File: config.mk
export PLATFORM = sky130hd
export DESIGN_NAME = palette_hue_replace
export DESIGN_NICKNAME = d
export VERILOG_FILES = /design/src/sv/phr_pkg.sv /design/src/sv/palette_hue_replace.sv /design/src/sv/phr_ratio_div.sv /design/src/sv/phr_recolor.sv
export SDC_FILE = /design/constraint.sdc
export NUM_CORES = 1
export LEC_CHECK = 0
export BUFFER_PORTS_ARGS = -buffer_cell sky130_fd_sc_hd__buf_2
export CAP_MARGIN = 20
export CORE_MARGIN = 2
export CORE_UTILIZATION = 45
export CTS_CLUSTER_DIAMETER = 60
export CTS_CLUSTER_SIZE = 28
export DETAILED_ROUTE_END_ITERATION = 16
export PLACE_DENSITY = 0.63
export SLEW_MARGIN = 15
export SYNTH_ARGS = -nofsm -noshare
export SYNTH_HDL_FRONTEND = slang
export SYNTH_SLANG_ARGS = --single-unit
export TNS_END_PERCENT = 1
File: constraint.sdc
create_clock -name clk -period 24.6 [get_ports clk]
set_clock_uncertainty 0.2 [all_clocks]
set_input_delay 4.92 -clock clk [delete_from_list [all_inputs] [get_ports clk]]
set_output_delay 4.92 -clock clk [all_outputs]
set_load 0.03 [all_outputs]
File: src/sv/phr_pkg.sv
// phr_pkg: widths, constants and shared types of the palette hue replacer.
// Used by every module of the block; no dependencies.
`timescale 1ns / 1ps

package phr_pkg;

  localparam int CHAN_BITS = 8;
  localparam int IDX_BITS  = 8;
  localparam int HUE_BITS  = 8;
  localparam int FRAC_BITS = 16;
  localparam int RATIO_BITS = FRAC_BITS + 1;

  // Hue in 1/17 degree units: code * 24, full circle 6120.
  localparam int H_BITS    = 13;
  localparam int HUE_SCALE = 24;

  localparam logic [H_BITS-1:0] H_60  = H_BITS'(1020);
  localparam logic [H_BITS-1:0] H_120 = H_BITS'(2040);
  localparam logic [H_BITS-1:0] H_180 = H_BITS'(3060);
  localparam logic [H_BITS-1:0] H_240 = H_BITS'(4080);
  localparam logic [H_BITS-1:0] H_300 = H_BITS'(5100);
  localparam logic [H_BITS-1:0] H_360 = H_BITS'(6120);

  localparam logic [RATIO_BITS-1:0] RATIO_ONE = RATIO_BITS'(1) << FRAC_BITS;

  // Divider runs one quotient bit per cycle.
  localparam int DIV_STEPS = RATIO_BITS;
  localparam int CNT_BITS  = $clog2(DIV_STEPS + 1);

  // Configuration register indexes.
  localparam int CFG_IDX_BITS = 2;
  localparam logic [CFG_IDX_BITS-1:0] REG_HUE_CODE    = 2'd0;
  localparam logic [CFG_IDX_BITS-1:0] REG_RANGE_START = 2'd1;
  localparam logic [CFG_IDX_BITS-1:0] REG_RANGE_END   = 2'd2;

  typedef enum logic [2:0] {
    SEC_R_MAX_G_UP   = 3'd0,  // r max, b min, g third
    SEC_G_MAX_R_DOWN = 3'd1,  // g max, b min, r third
    SEC_G_MAX_B_UP   = 3'd2,  // g max, r min, b third
    SEC_B_MAX_G_DOWN = 3'd3,  // b max, r min, g third
    SEC_B_MAX_R_UP   = 3'd4,  // b max, g min, r third
    SEC_R_MAX_B_DOWN = 3'd5   // r max, g min, b third
  } sector_t;

  typedef struct packed {
    sector_t               sector;
    logic [RATIO_BITS-1:0] ratio;
  } hue_cfg_t;

endpackage

File: src/sv/palette_hue_replace.sv
// palette_hue_replace: recolors palette entries inside an index range to a
// configured hue, keeping each entry's largest and smallest channel.
// Items pass an input and a result register; 1 item per cycle while busy is low.
// A hue_code write holds busy high while the restoring divider
// forms the sector ratio one quotient bit per cycle; range writes cost nothing.
// Synchronous active-low reset: hue 0 (sector 0, ratio 0), range 0..255, empty
// pipeline; the receiver cannot stall, so out_valid is a one-cycle strobe.
`timescale 1ns / 1ps

module palette_hue_replace (
  input  logic                                clk,
  input  logic                                rst_n,
  input  logic                                start,
  output logic                                busy,
  input  logic [phr_pkg::IDX_BITS-1:0]        in_entry_index,
  input  logic [phr_pkg::CHAN_BITS-1:0]       in_red_in,
  input  logic [phr_pkg::CHAN_BITS-1:0]       in_green_in,
  input  logic [phr_pkg::CHAN_BITS-1:0]       in_blue_in,
  output logic                                out_valid,
  output logic [phr_pkg::IDX_BITS-1:0]        out_index_out,
  output logic [phr_pkg::CHAN_BITS-1:0]       out_red_out,
  output logic [phr_pkg::CHAN_BITS-1:0]       out_green_out,
  output logic [phr_pkg::CHAN_BITS-1:0]       out_blue_out,
  input  logic                                cfg_we,
  input  logic [phr_pkg::CFG_IDX_BITS-1:0]    cfg_index,
  input  logic [phr_pkg::HUE_BITS-1:0]        cfg_wdata
);

  logic [phr_pkg::IDX_BITS-1:0] range_start_r;
  logic [phr_pkg::IDX_BITS-1:0] range_end_r;
  logic                         hue_load;
  logic                         div_busy;
  logic                         accept;
  phr_pkg::hue_cfg_t            hue_cfg;

  assign hue_load = cfg_we && (cfg_index == phr_pkg::REG_HUE_CODE);
  assign accept   = start && !div_busy;
  assign busy     = div_busy;

  always_ff @(posedge clk) begin
    if (!rst_n) begin
      range_start_r <= '0;
      range_end_r   <= '1;
    end else if (cfg_we) begin
      case (cfg_index)
        phr_pkg::REG_RANGE_START: range_start_r <= phr_pkg::IDX_BITS'(cfg_wdata);
        phr_pkg::REG_RANGE_END:   range_end_r   <= phr_pkg::IDX_BITS'(cfg_wdata);
        default: ;
      endcase
    end
  end

  phr_ratio_div u_div (
    .clk     (clk),
    .rst_n   (rst_n),
    .load    (hue_load),
    .code    (cfg_wdata),
    .hue_cfg (hue_cfg),
    .busy    (div_busy)
  );

  phr_recolor u_recolor (
    .clk         (clk),
    .rst_n       (rst_n),
    .accept      (accept),
    .idx_in      (in_entry_index),
    .red_in      (in_red_in),
    .green_in    (in_green_in),
    .blue_in     (in_blue_in),
    .hue_cfg     (hue_cfg),
    .range_start (range_start_r),
    .range_end   (range_end_r),
    .out_valid   (out_valid),
    .idx_out     (out_index_out),
    .red_out     (out_red_out),
    .green_out   (out_green_out),
    .blue_out    (out_blue_out)
  );

endmodule

File: src/sv/phr_ratio_div.sv
// phr_ratio_div: decodes a written hue code into its sector and computes the
// sector ratio with a restoring divider, one quotient bit per cycle.
// Depends on phr_pkg.
`timescale 1ns / 1ps

module phr_ratio_div (
  input  logic                            clk,
  input  logic                            rst_n,
  input  logic                            load,
  input  logic [phr_pkg::HUE_BITS-1:0]    code,
  output phr_pkg::hue_cfg_t               hue_cfg,
  output logic                            busy
);

  localparam int REM_BITS = phr_pkg::H_BITS + 1;

  logic [phr_pkg::H_BITS-1:0]     h;
  phr_pkg::sector_t               sec;
  logic [phr_pkg::H_BITS-1:0]     num;
  logic [phr_pkg::H_BITS-1:0]     den;

  phr_pkg::sector_t               sector_r;
  logic [phr_pkg::RATIO_BITS-1:0] ratio_r, ratio_nxt;
  logic [phr_pkg::RATIO_BITS-1:0] q_r, q_nxt;
  logic [REM_BITS-1:0]            rem_r, rem_nxt;
  logic [phr_pkg::H_BITS-1:0]     den_r;
  logic [phr_pkg::CNT_BITS-1:0]   cnt_r, cnt_nxt;
  logic                           busy_r, busy_nxt;

  logic                           ge;
  logic [REM_BITS-1:0]            diff;

  always_comb begin
    h = phr_pkg::H_BITS'(code) * phr_pkg::H_BITS'(phr_pkg::HUE_SCALE);
    if (h < phr_pkg::H_60) begin
      sec = phr_pkg::SEC_R_MAX_G_UP;
      num = h;
      den = phr_pkg::H_120 - h;
    end else if (h <= phr_pkg::H_120) begin
      sec = phr_pkg::SEC_G_MAX_R_DOWN;
      num = phr_pkg::H_120 - h;
      den = h;
    end else if (h < phr_pkg::H_180) begin
      sec = phr_pkg::SEC_G_MAX_B_UP;
      num = h - phr_pkg::H_120;
      den = phr_pkg::H_240 - h;
    end else if (h <= phr_pkg::H_240) begin
      sec = phr_pkg::SEC_B_MAX_G_DOWN;
      num = phr_pkg::H_240 - h;
      den = h - phr_pkg::H_120;
    end else if (h < phr_pkg::H_300) begin
      sec = phr_pkg::SEC_B_MAX_R_UP;
      num = h - phr_pkg::H_240;
      den = phr_pkg::H_360 - h;
    end else begin
      sec = phr_pkg::SEC_R_MAX_B_DOWN;
      num = phr_pkg::H_360 - h;
      den = h - phr_pkg::H_240;
    end
  end

  // remainder stays below twice the divisor, so the shift never overflows
  always_comb begin
    ge        = rem_r >= {1'b0, den_r};
    diff      = ge ? (rem_r - {1'b0, den_r}) : rem_r;
    rem_nxt   = {diff[REM_BITS-2:0], 1'b0};
    q_nxt     = {q_r[phr_pkg::RATIO_BITS-2:0], ge};
    cnt_nxt   = cnt_r - phr_pkg::CNT_BITS'(1);
    busy_nxt  = (cnt_r != phr_pkg::CNT_BITS'(1));
    if (den_r == '0) begin
      ratio_nxt = '0;
    end else if (q_nxt > phr_pkg::RATIO_ONE) begin
      ratio_nxt = phr_pkg::RATIO_ONE;
    end else begin
      ratio_nxt = q_nxt;
    end
  end

  always_ff @(posedge clk) begin
    if (!rst_n) begin
      sector_r <= phr_pkg::SEC_R_MAX_G_UP;
      ratio_r  <= '0;
      busy_r   <= 1'b0;
      cnt_r    <= '0;
    end else if (load) begin
      sector_r <= sec;
      busy_r   <= 1'b1;
      cnt_r    <= phr_pkg::CNT_BITS'(phr_pkg::DIV_STEPS);
    end else if (busy_r) begin
      cnt_r  <= cnt_nxt;
      busy_r <= busy_nxt;
      if (!busy_nxt) begin
        ratio_r <= ratio_nxt;
      end
    end
  end

  always_ff @(posedge clk) begin
    if (load) begin
      rem_r <= REM_BITS'(num);
      den_r <= den;
      q_r   <= '0;
    end else if (busy_r) begin
      rem_r <= rem_nxt;
      q_r   <= q_nxt;
    end
  end

  assign hue_cfg.sector = sector_r;
  assign hue_cfg.ratio  = ratio_r;
  assign busy           = busy_r;

  a_ratio_max: assert property (@(posedge clk) disable iff (!rst_n)
    ratio_r <= phr_pkg::RATIO_ONE)
    else $error("sector ratio above one");
  a_load_busy: assert property (@(posedge clk) disable iff (!rst_n)
    load |=> busy_r && cnt_r == phr_pkg::CNT_BITS'(phr_pkg::DIV_STEPS))
    else $error("divider did not start");
  a_last_step: assert property (@(posedge clk) disable iff (!rst_n)
    busy_r && !load && cnt_r == phr_pkg::CNT_BITS'(1) |=> !busy_r)
    else $error("divider overran its step count");
  a_idle_cnt: assert property (@(posedge clk) disable iff (!rst_n)
    busy_r |-> cnt_r != '0)
    else $error("divider busy with zero count");

endmodule

File: src/sv/phr_recolor.sv
// phr_recolor: input register, recolor datapath and result register.
// One item per cycle, from accept through both registers to the result. Depends on phr_pkg.
`timescale 1ns / 1ps

module phr_recolor (
  input  logic                            clk,
  input  logic                            rst_n,
  input  logic                            accept,
  input  logic [phr_pkg::IDX_BITS-1:0]    idx_in,
  input  logic [phr_pkg::CHAN_BITS-1:0]   red_in,
  input  logic [phr_pkg::CHAN_BITS-1:0]   green_in,
  input  logic [phr_pkg::CHAN_BITS-1:0]   blue_in,
  input  phr_pkg::hue_cfg_t               hue_cfg,
  input  logic [phr_pkg::IDX_BITS-1:0]    range_start,
  input  logic [phr_pkg::IDX_BITS-1:0]    range_end,
  output logic                            out_valid,
  output logic [phr_pkg::IDX_BITS-1:0]    idx_out,
  output logic [phr_pkg::CHAN_BITS-1:0]   red_out,
  output logic [phr_pkg::CHAN_BITS-1:0]   green_out,
  output logic [phr_pkg::CHAN_BITS-1:0]   blue_out
);

  localparam int CB   = phr_pkg::CHAN_BITS;
  localparam int PROD = CB + phr_pkg::RATIO_BITS;

  logic          v1_r;
  logic [phr_pkg::IDX_BITS-1:0] idx1_r;
  logic [CB-1:0] r1_r, g1_r, b1_r;

  logic          vo_r;
  logic [phr_pkg::IDX_BITS-1:0] idxo_r;
  logic [CB-1:0] ro_r, go_r, bo_r;
  logic [CB-1:0] r_nxt, g_nxt, b_nxt;

  logic          in_range;
  logic [CB-1:0] mx, mn, third;
  logic [PROD-1:0] prod;
  logic [CB:0]   sum;

  always_ff @(posedge clk) begin
    if (!rst_n) begin
      v1_r <= 1'b0;
      vo_r <= 1'b0;
    end else begin
      v1_r <= accept;
      vo_r <= v1_r;
    end
  end

  always_ff @(posedge clk) begin
    if (accept) begin
      idx1_r <= idx_in;
      r1_r   <= red_in;
      g1_r   <= green_in;
      b1_r   <= blue_in;
    end
    if (v1_r) begin
      idxo_r <= idx1_r;
      ro_r   <= r_nxt;
      go_r   <= g_nxt;
      bo_r   <= b_nxt;
    end
  end

  always_comb begin
    in_range = (idx1_r >= range_start) && (idx1_r <= range_end);
    mx = r1_r;
    if (g1_r > mx) mx = g1_r;
    if (b1_r > mx) mx = b1_r;
    mn = r1_r;
    if (g1_r < mn) mn = g1_r;
    if (b1_r < mn) mn = b1_r;
    prod  = PROD'(mx - mn) * PROD'(hue_cfg.ratio);
    sum   = {1'b0, mn} + (CB + 1)'(prod >> phr_pkg::FRAC_BITS);
    third = (sum > {1'b0, mx}) ? mx : sum[CB-1:0];

    r_nxt = r1_r;
    g_nxt = g1_r;
    b_nxt = b1_r;
    if (in_range) begin
      if (mx == '0) begin
        r_nxt = '0;
        g_nxt = '0;
        b_nxt = '0;
      end else begin
        unique case (hue_cfg.sector)
          phr_pkg::SEC_R_MAX_G_UP: begin
            r_nxt = mx; g_nxt = third; b_nxt = mn;
          end
          phr_pkg::SEC_G_MAX_R_DOWN: begin
            g_nxt = mx; r_nxt = third; b_nxt = mn;
          end
          phr_pkg::SEC_G_MAX_B_UP: begin
            r_nxt = mn; g_nxt = mx; b_nxt = third;
          end
          phr_pkg::SEC_B_MAX_G_DOWN: begin
            r_nxt = mn; b_nxt = mx; g_nxt = third;
          end
          phr_pkg::SEC_B_MAX_R_UP: begin
            g_nxt = mn; b_nxt = mx; r_nxt = third;
          end
          default: begin
            g_nxt = mn; r_nxt = mx; b_nxt = third;
          end
        endcase
      end
    end
  end

  assign out_valid = vo_r;
  assign idx_out   = idxo_r;
  assign red_out   = ro_r;
  assign green_out = go_r;
  assign blue_out  = bo_r;

  a_two_stage: assert property (@(posedge clk) disable iff (!rst_n)
    accept |=> ##1 vo_r)
    else $error("item lost between stages");
  a_no_phantom: assert property (@(posedge clk) disable iff (!rst_n)
    vo_r |-> $past(v1_r))
    else $error("result without an item");

endmodule
Word level (Yosys, flattened, before mapping)
Cells that the tools add are included.
- bits in writable memories: 0
- register bits after elaboration: 151
- memory bits (read-only): 0
- output and inout port bits: 34
- bits in latches: 0
- memories kept: 0
- equal/unequal tests: 7
- multipliers: 2
- magnitude comparators: 14
- muxes and demuxes: 38
- div/mod/pow operators: 0
- add/sub/neg operators: 9
- reduce and logical (&&, ||, !) cells: 19
- bitwise logic cells: 3
- shifts and indexed selects: 0
- operators with widths (operator ; count):
    $mux W13 ; 13
    $mux W8 ; 11
    $pmux W8 S2 ; 3
    $mux W17 ; 2
    $mul A25 B17 Y25 ; 1
    $gt A17 B17 Y1 const B ; 1
    $gt A8 B8 Y1 ; 2
    $lt A8 B8 Y1 ; 2
    $ge A14 B13 Y1 ; 1
    $reduce_or A2 Y1 ; 7
    $le A13 B11 Y1 const B ; 1
    $le A13 B12 Y1 const B ; 1
    $logic_not A13 Y1 ; 1
    $lt A13 B10 Y1 const B ; 1
    $lt A13 B12 Y1 const B ; 1
    $lt A13 B13 Y1 const B ; 1
    $sub A11 B13 Y13 const A ; 1
    $sub A12 B13 Y13 const A ; 1
    $sub A13 B11 Y13 const B ; 1
    $sub A13 B12 Y13 const B ; 1
    $sub A13 B13 Y13 ; 1
    $sub A13 B13 Y13 const A ; 1
    $mux W3 ; 4
    $mul A8 B2 Y10 const B ; 1
    other kinds (23) ; 32

Logic depth before layout (Yosys ltp)
- word-level depth: 12
- mapped depth: 69
- mapped depth without buffers: 65

Cells and area by module
From an unflattened synthesis, not the netlist that was laid out.
- cells, all modules: 1597
- area total of the unflattened synthesis: 14838.0 sq um
- modules (own cells, without submodules) (module ; cells an instance ; area each (sq um) ; instances ; seq. area each (sq um)):
    phr_recolor ; 1033 ; 9769.4 ; 1 ; 1961.9
    phr_ratio_div ; 489 ; 4369.2 ; 1 ; 1461.4
    palette_hue_replace ; 75 ; 699.4 ; 1 ; 320.3

Worst setup path before layout
No wires, ideal clock.
- kind: register to register
- start: register u_recolor.g1_r[5]
- end: register u_recolor.bo_r[7] (netlist: u_recolor.blue_out[7]), data pin
- period minus slack after synthesis: 14118 ps
- path slack: 10482 ps
- data required time: 24131 ps
- setup time: 269 ps
- stages on the path, launching flop included: 65
- path buffers: 2
- arrival time: 13649 ps
- path through: edfxtp_1 > ha_1 > a211o_1 > a21o_4 > o21ai_2 > mux2_2 > inv_1 > ha_1 > nand3_1 > nor2_1 > and2_1 > a21boi_2 > o21a_1 > or3_1 > buf_6 > o21ai_1 > inv_1 > ha_1 > [... 29 more ...] > ha_1 > inv_1 > o21bai_1 > a21oi_1 > o21bai_1 > a21oi_1 > xor2_1 > inv_1 > ha_1 > and3_1 > nand4_1 > or2_2 > o22ai_1 > a221oi_1 > a21oi_1 > nor2_1 > a211oi_1 > o31ai_1
- longest elaborated chain between the ends: 12
- ends and longest elaborated chain (item ; line ; source):
    start: declaration ; phr_recolor.sv:28 ; logic [CB-1:0] r1_r, g1_r, b1_r;
    start signal: assignment ; phr_recolor.sv:54 ; g1_r <= green_in;
    $gt A8 B8 Y1 / $lt A8 B8 Y1 (equally long branches) ; phr_recolor.sv:68, phr_recolor.sv:71 ;
    $mux W8, on equally long branches ; phr_recolor.sv:68, phr_recolor.sv:71 ;
    $gt A8 B8 Y1 / $lt A8 B8 Y1 (equally long branches) ; phr_recolor.sv:69, phr_recolor.sv:72 ;
    $mux W8, on equally long branches ; phr_recolor.sv:69, phr_recolor.sv:72 ;
    $sub A8 B8 Y9 ; phr_recolor.sv:73 ; prod = PROD'(mx - mn) * PROD'(hue_cfg.ratio);
    $mul A25 B17 Y25 ; phr_recolor.sv:73 ;
    $add A8 B9 Y9 ; phr_recolor.sv:74 ; sum = {1'b0, mn} + (CB + 1)'(prod >> phr_pkg::FRAC_BITS);
    $gt A9 B8 Y1 ; phr_recolor.sv:75 ; third = (sum > {1'b0, mx}) ? mx : sum[CB-1:0];
    $mux W8 ; phr_recolor.sv:75 ;
    $pmux W8 S2 ; phr_recolor.sv:86 ; unique case (hue_cfg.sector)
    $mux W8 * ; phr_recolor.sv:81 ; if (mx == '0) begin
    $mux W8 * ; phr_recolor.sv:80 ; if (in_range) begin
    named net u_recolor.b_nxt[7] ; phr_recolor.sv:33 ; logic [CB-1:0] r_nxt, g_nxt, b_nxt;
    end signal: assignment ; phr_recolor.sv:61 ; bo_r <= b_nxt;
    end: declaration ; phr_recolor.sv:32 ; logic [CB-1:0] ro_r, go_r, bo_r;
The timed path passes the listed nets; every way through them passes the cells marked *.
A chain may end at the register's enable or synchronous reset.

Worst setup path in the final report
- start: register u_recolor.g1_r[1]
- end: register u_recolor.bo_r[5] (netlist: u_recolor.blue_out[5]), data pin
Same word-level chain as after synthesis.

==> impl_results.md <==
* FP Rows at 72
* N_diodes at 0
* Final period util at 0.698
* CTS tree: done
* Iter 0 DRT Violations at 1062
* WP data arrival at 17.16 ns
* Die Y-Extent at 201 um
* Post-CTS setup repair buffer count at 0
* Via density at 5.64
* GRT overflow at 0
* Worst-path clk slew at 0.07 ns
* Setup violations, final at 0
* Post-Syn Instances at 1967
* Yosys warning total at 0
* DP Area at 18300 um^2
* Die area at 40300 um^2
* Slew at the pin with the worst max-slew slack at 1.09 ns
* Share of cells above drive strength 1 at 0.0843
* Max Slew Vio Count at 0
* Crit path setup slack, layout at 7.42 ns
* Avg Cell Area, Syn at 8.86 um^2
* PD cells at 61.9 nW/um^2
* Initial Util at 0.453
* Run status: complete, no violations
* Top Ports at 80
* Slowest CP cell: a221o_1
* Util after Layout at 0.490
* Residual DRC at 0
* Max Buffers Root-to-Sink at 2
* Post-synth EDFFs at 84
* Yosys cell types at 95
* LEAKAGE at 8.61 nW
* H-tree levels at 4
* Synthesized area at 17400 um^2
* Syn nets at 2324
* Synth area leaders: fa_1 19%, edfxtp_1 14%, ha_1 11%, dfxtp_1 7.0%, inv_1 6.2%
* CP Capture Type: flip-flop
* Avg WL per Cell at 17.8 um
* DRT antenna net count at 0
* Clock net sink count at 145
* Buffers on Ports at 79
* Antenna violations before repair at 0
* CP most frequent cell: inv_1
* Final min period at 17.18 ns
* Synth area leader: fa_1
* RSZ-0062 raised after global routing: false
* FMAX at 58.2 MHz
* Largest net degree at the start of global routing at 59
* FFs w/ async S/R, synth at 0
* Cts repair resizes at 0
* Worst hold path class: reg2reg
* Slew HR at 0.269
* Kind of critical path: reg2reg
* Final wirelength at 44800 um
* CTS Buf Count at 17
* Area overhead of the layout relative to synthesis at 8.11%
* Final Hold Viols at 0
* Yosys reg bits at 145
* Max-capacitance violation count at 0
* CP startpoint kind: flip-flop
* Via count at 14.2k
* 1st-pass router iterations at 5
* Total Nets Final at 2348
* Setup TNS at 0 ns
* Worst VDD drop at 0.0528 mV
* Clk root buf: clkbuf_16
* Post-Layout Inst Area at 18800 um^2
* Post-CTS Hold Buffers at 0
* CP max stage delay at 0.67 ns
* Top FF cell, synth: edfxtp_1
* Worst skew pair latency at 0.45 ns
* Global Route Usage Sum at 0.227
* Register area share after synthesis at 0.215
* Core area at 38500 um^2
* Hpwl dp at 35100 um
* Area fraction of the dominant cell type after synthesis at 0.188
* Pre-CTS WS at 7.59 ns
* Critical-path maximum fanout at 24
* Vias in the first global route at 14.3k
* First-pass GRT wire length at 73900 um
* GP Congestion at 0.902
* Crit path required time at 24.58 ns
* Die X at 201 um
-- layout make-up --
class	count	area [um^2]
Sequential cell	145	3740
Multi-Input combinational cell	1440	12200
Tap cell	518	648
Clock inverter	13	134
Timing Repair Buffer	98	538
Clock buffer	19	454
Fill cell	3709	19600
Inverter	289	1080
-- report_power, final --
part	internal, W	total, W	switching, W
Clock	0.000148	0.000260	0.000112
Sequential	0.000285	0.000299	0.0000140
Combinational	0.000189	0.000608	0.000418
Total	0.000623	0.00117	0.000544
-- per-stage QoR --
| stage | hold slack (ns) | power [W] | instances |
|---|---|---|---|
| after global routing | 0.305 | 0.00124 | 2522 |
| after global placement | 0.253 | 0.000895 | 2490 |
| final | 0.277 | 0.00117 | 2522 |
| after CTS | 0.280 | 0.00117 | 2522 |
| after detailed placement | 0.258 | 0.000902 | 2490 |
| after floorplan | 0.226 | 0.000727 | 1967 |
-- layer usage --
metal | wire length (um) | vias to the layer above | track usage
met5 | 0 | - | 0
met1 | 21000 | 6952 | 0.316
met2 | 20400 | 413 | 0.363
met4 | 881 | 0 | 0.0627
li1 | - | 6789 | -
met3 | 2500 | 64 | 0.0403
-- cells in the final DEF (no fill, tap or decap), types with 18 or more instances in the layout --
cell type and count:
inv_1 288, nand2_1 199, fa_1 164, ha_1 147, edfxtp_1 84, buf_2 79
and2_1 78, nor2_1 76, a21oi_1 71, o21ai_0 64, nor2b_1 61, dfxtp_1 61
xnor2_1 55, mux2i_1 43, a211oi_1 41, a22oi_1 34, nand3_1 31, nor3_1 30
o211ai_1 26, a21o_1 25, nand4_1 23, o21ai_1 22, buf_4 19, clkbuf_16 18
-- worst max-delay path, delay by kind of cell, from the launching register on --
kind	cells	cell delay (ns)
AO/OA/AOI/OAI	22	5.18
adder cells (fa/ha/maj)	12	5.04
AND/OR/NAND/NOR	16	3.69
multiplexers	2	1.00
buffers and inverters	7	0.72
XOR/XNOR	2	0.55
flip-flops	1	0.47
-- synthesized netlist by cell type, types with 8 or more instances --
| master | count |
|---|---|
| edfxtp_1 | 84 |
| inv_1 | 288 |
| and2_1 | 78 |
| a21oi_1 | 71 |
| nand4_1 | 23 |
| and3_1 | 16 |
| o21a_1 | 14 |
| a221o_1 | 8 |
| a21o_1 | 25 |
| o21ai_1 | 23 |
| o21ai_0 | 64 |
| nand2b_1 | 12 |
| a211oi_1 | 41 |
| o22ai_1 | 17 |
| nand3_1 | 31 |
| nor4_1 | 15 |
| o211ai_1 | 26 |
| nor2_1 | 76 |
| xor2_1 | 17 |
| nor3_1 | 30 |
| a31oi_1 | 10 |
| fa_1 | 164 |
| ha_1 | 147 |
| o31ai_1 | 11 |
| xnor2_1 | 57 |
| dfxtp_1 | 61 |
| mux2i_1 | 43 |
| nor2b_1 | 62 |
| nand2_1 | 199 |
| a22oi_1 | 34 |
| clkbuf_1 | 77 |
-- sequential cells by signal (all words and copies together) (netlist names) --
name and cells:
u_recolor.b1_r 8, u_recolor.blue_out 8, u_div.cnt_r 5, u_div.sector_r 3, u_div.q_r 16, u_recolor.idx_out 8
u_recolor.r1_r 8, u_recolor.idx1_r 8, u_div.ratio_r 17, u_div.rem_r 11, range_start_r 8, u_recolor.out_valid 1
range_end_r 8, u_recolor.green_out 8, u_recolor.red_out 8, u_div.den_r 10, u_recolor.v1_r 1, u_div.busy 1
u_recolor.g1_r 8
-- logic make-up (layout without fill, tap and decap cells) --
kind of cell | after synthesis | in the layout | synth area share
simple gates | 577 | 577 | 0.169
flops | 145 | 145 | 0.215
compound gates | 425 | 425 | 0.170
fa+ha+maj | 317 | 317 | 0.297
xor+xnor | 74 | 74 | 0.0372
buf+inv | 382 | 419 | 0.0844
mux | 47 | 47 | 0.0276
-- path summary, 6_finish.rpt --
path                           from                    end  slack [ns]  cells past startpoint
setup reg to reg  u_recolor.g1_r[1]  u_recolor.blue_out[5]        7.42                     61
hold reg to reg     u_div.rem_r[13]        u_div.rem_r[13]        0.28                      2
hold / removal      u_div.rem_r[13]        u_div.rem_r[13]        0.28                      2
setup / recovery  u_recolor.g1_r[1]  u_recolor.blue_out[5]        7.42                     61
Note: power is estimated with default switching activity, not from simulation.
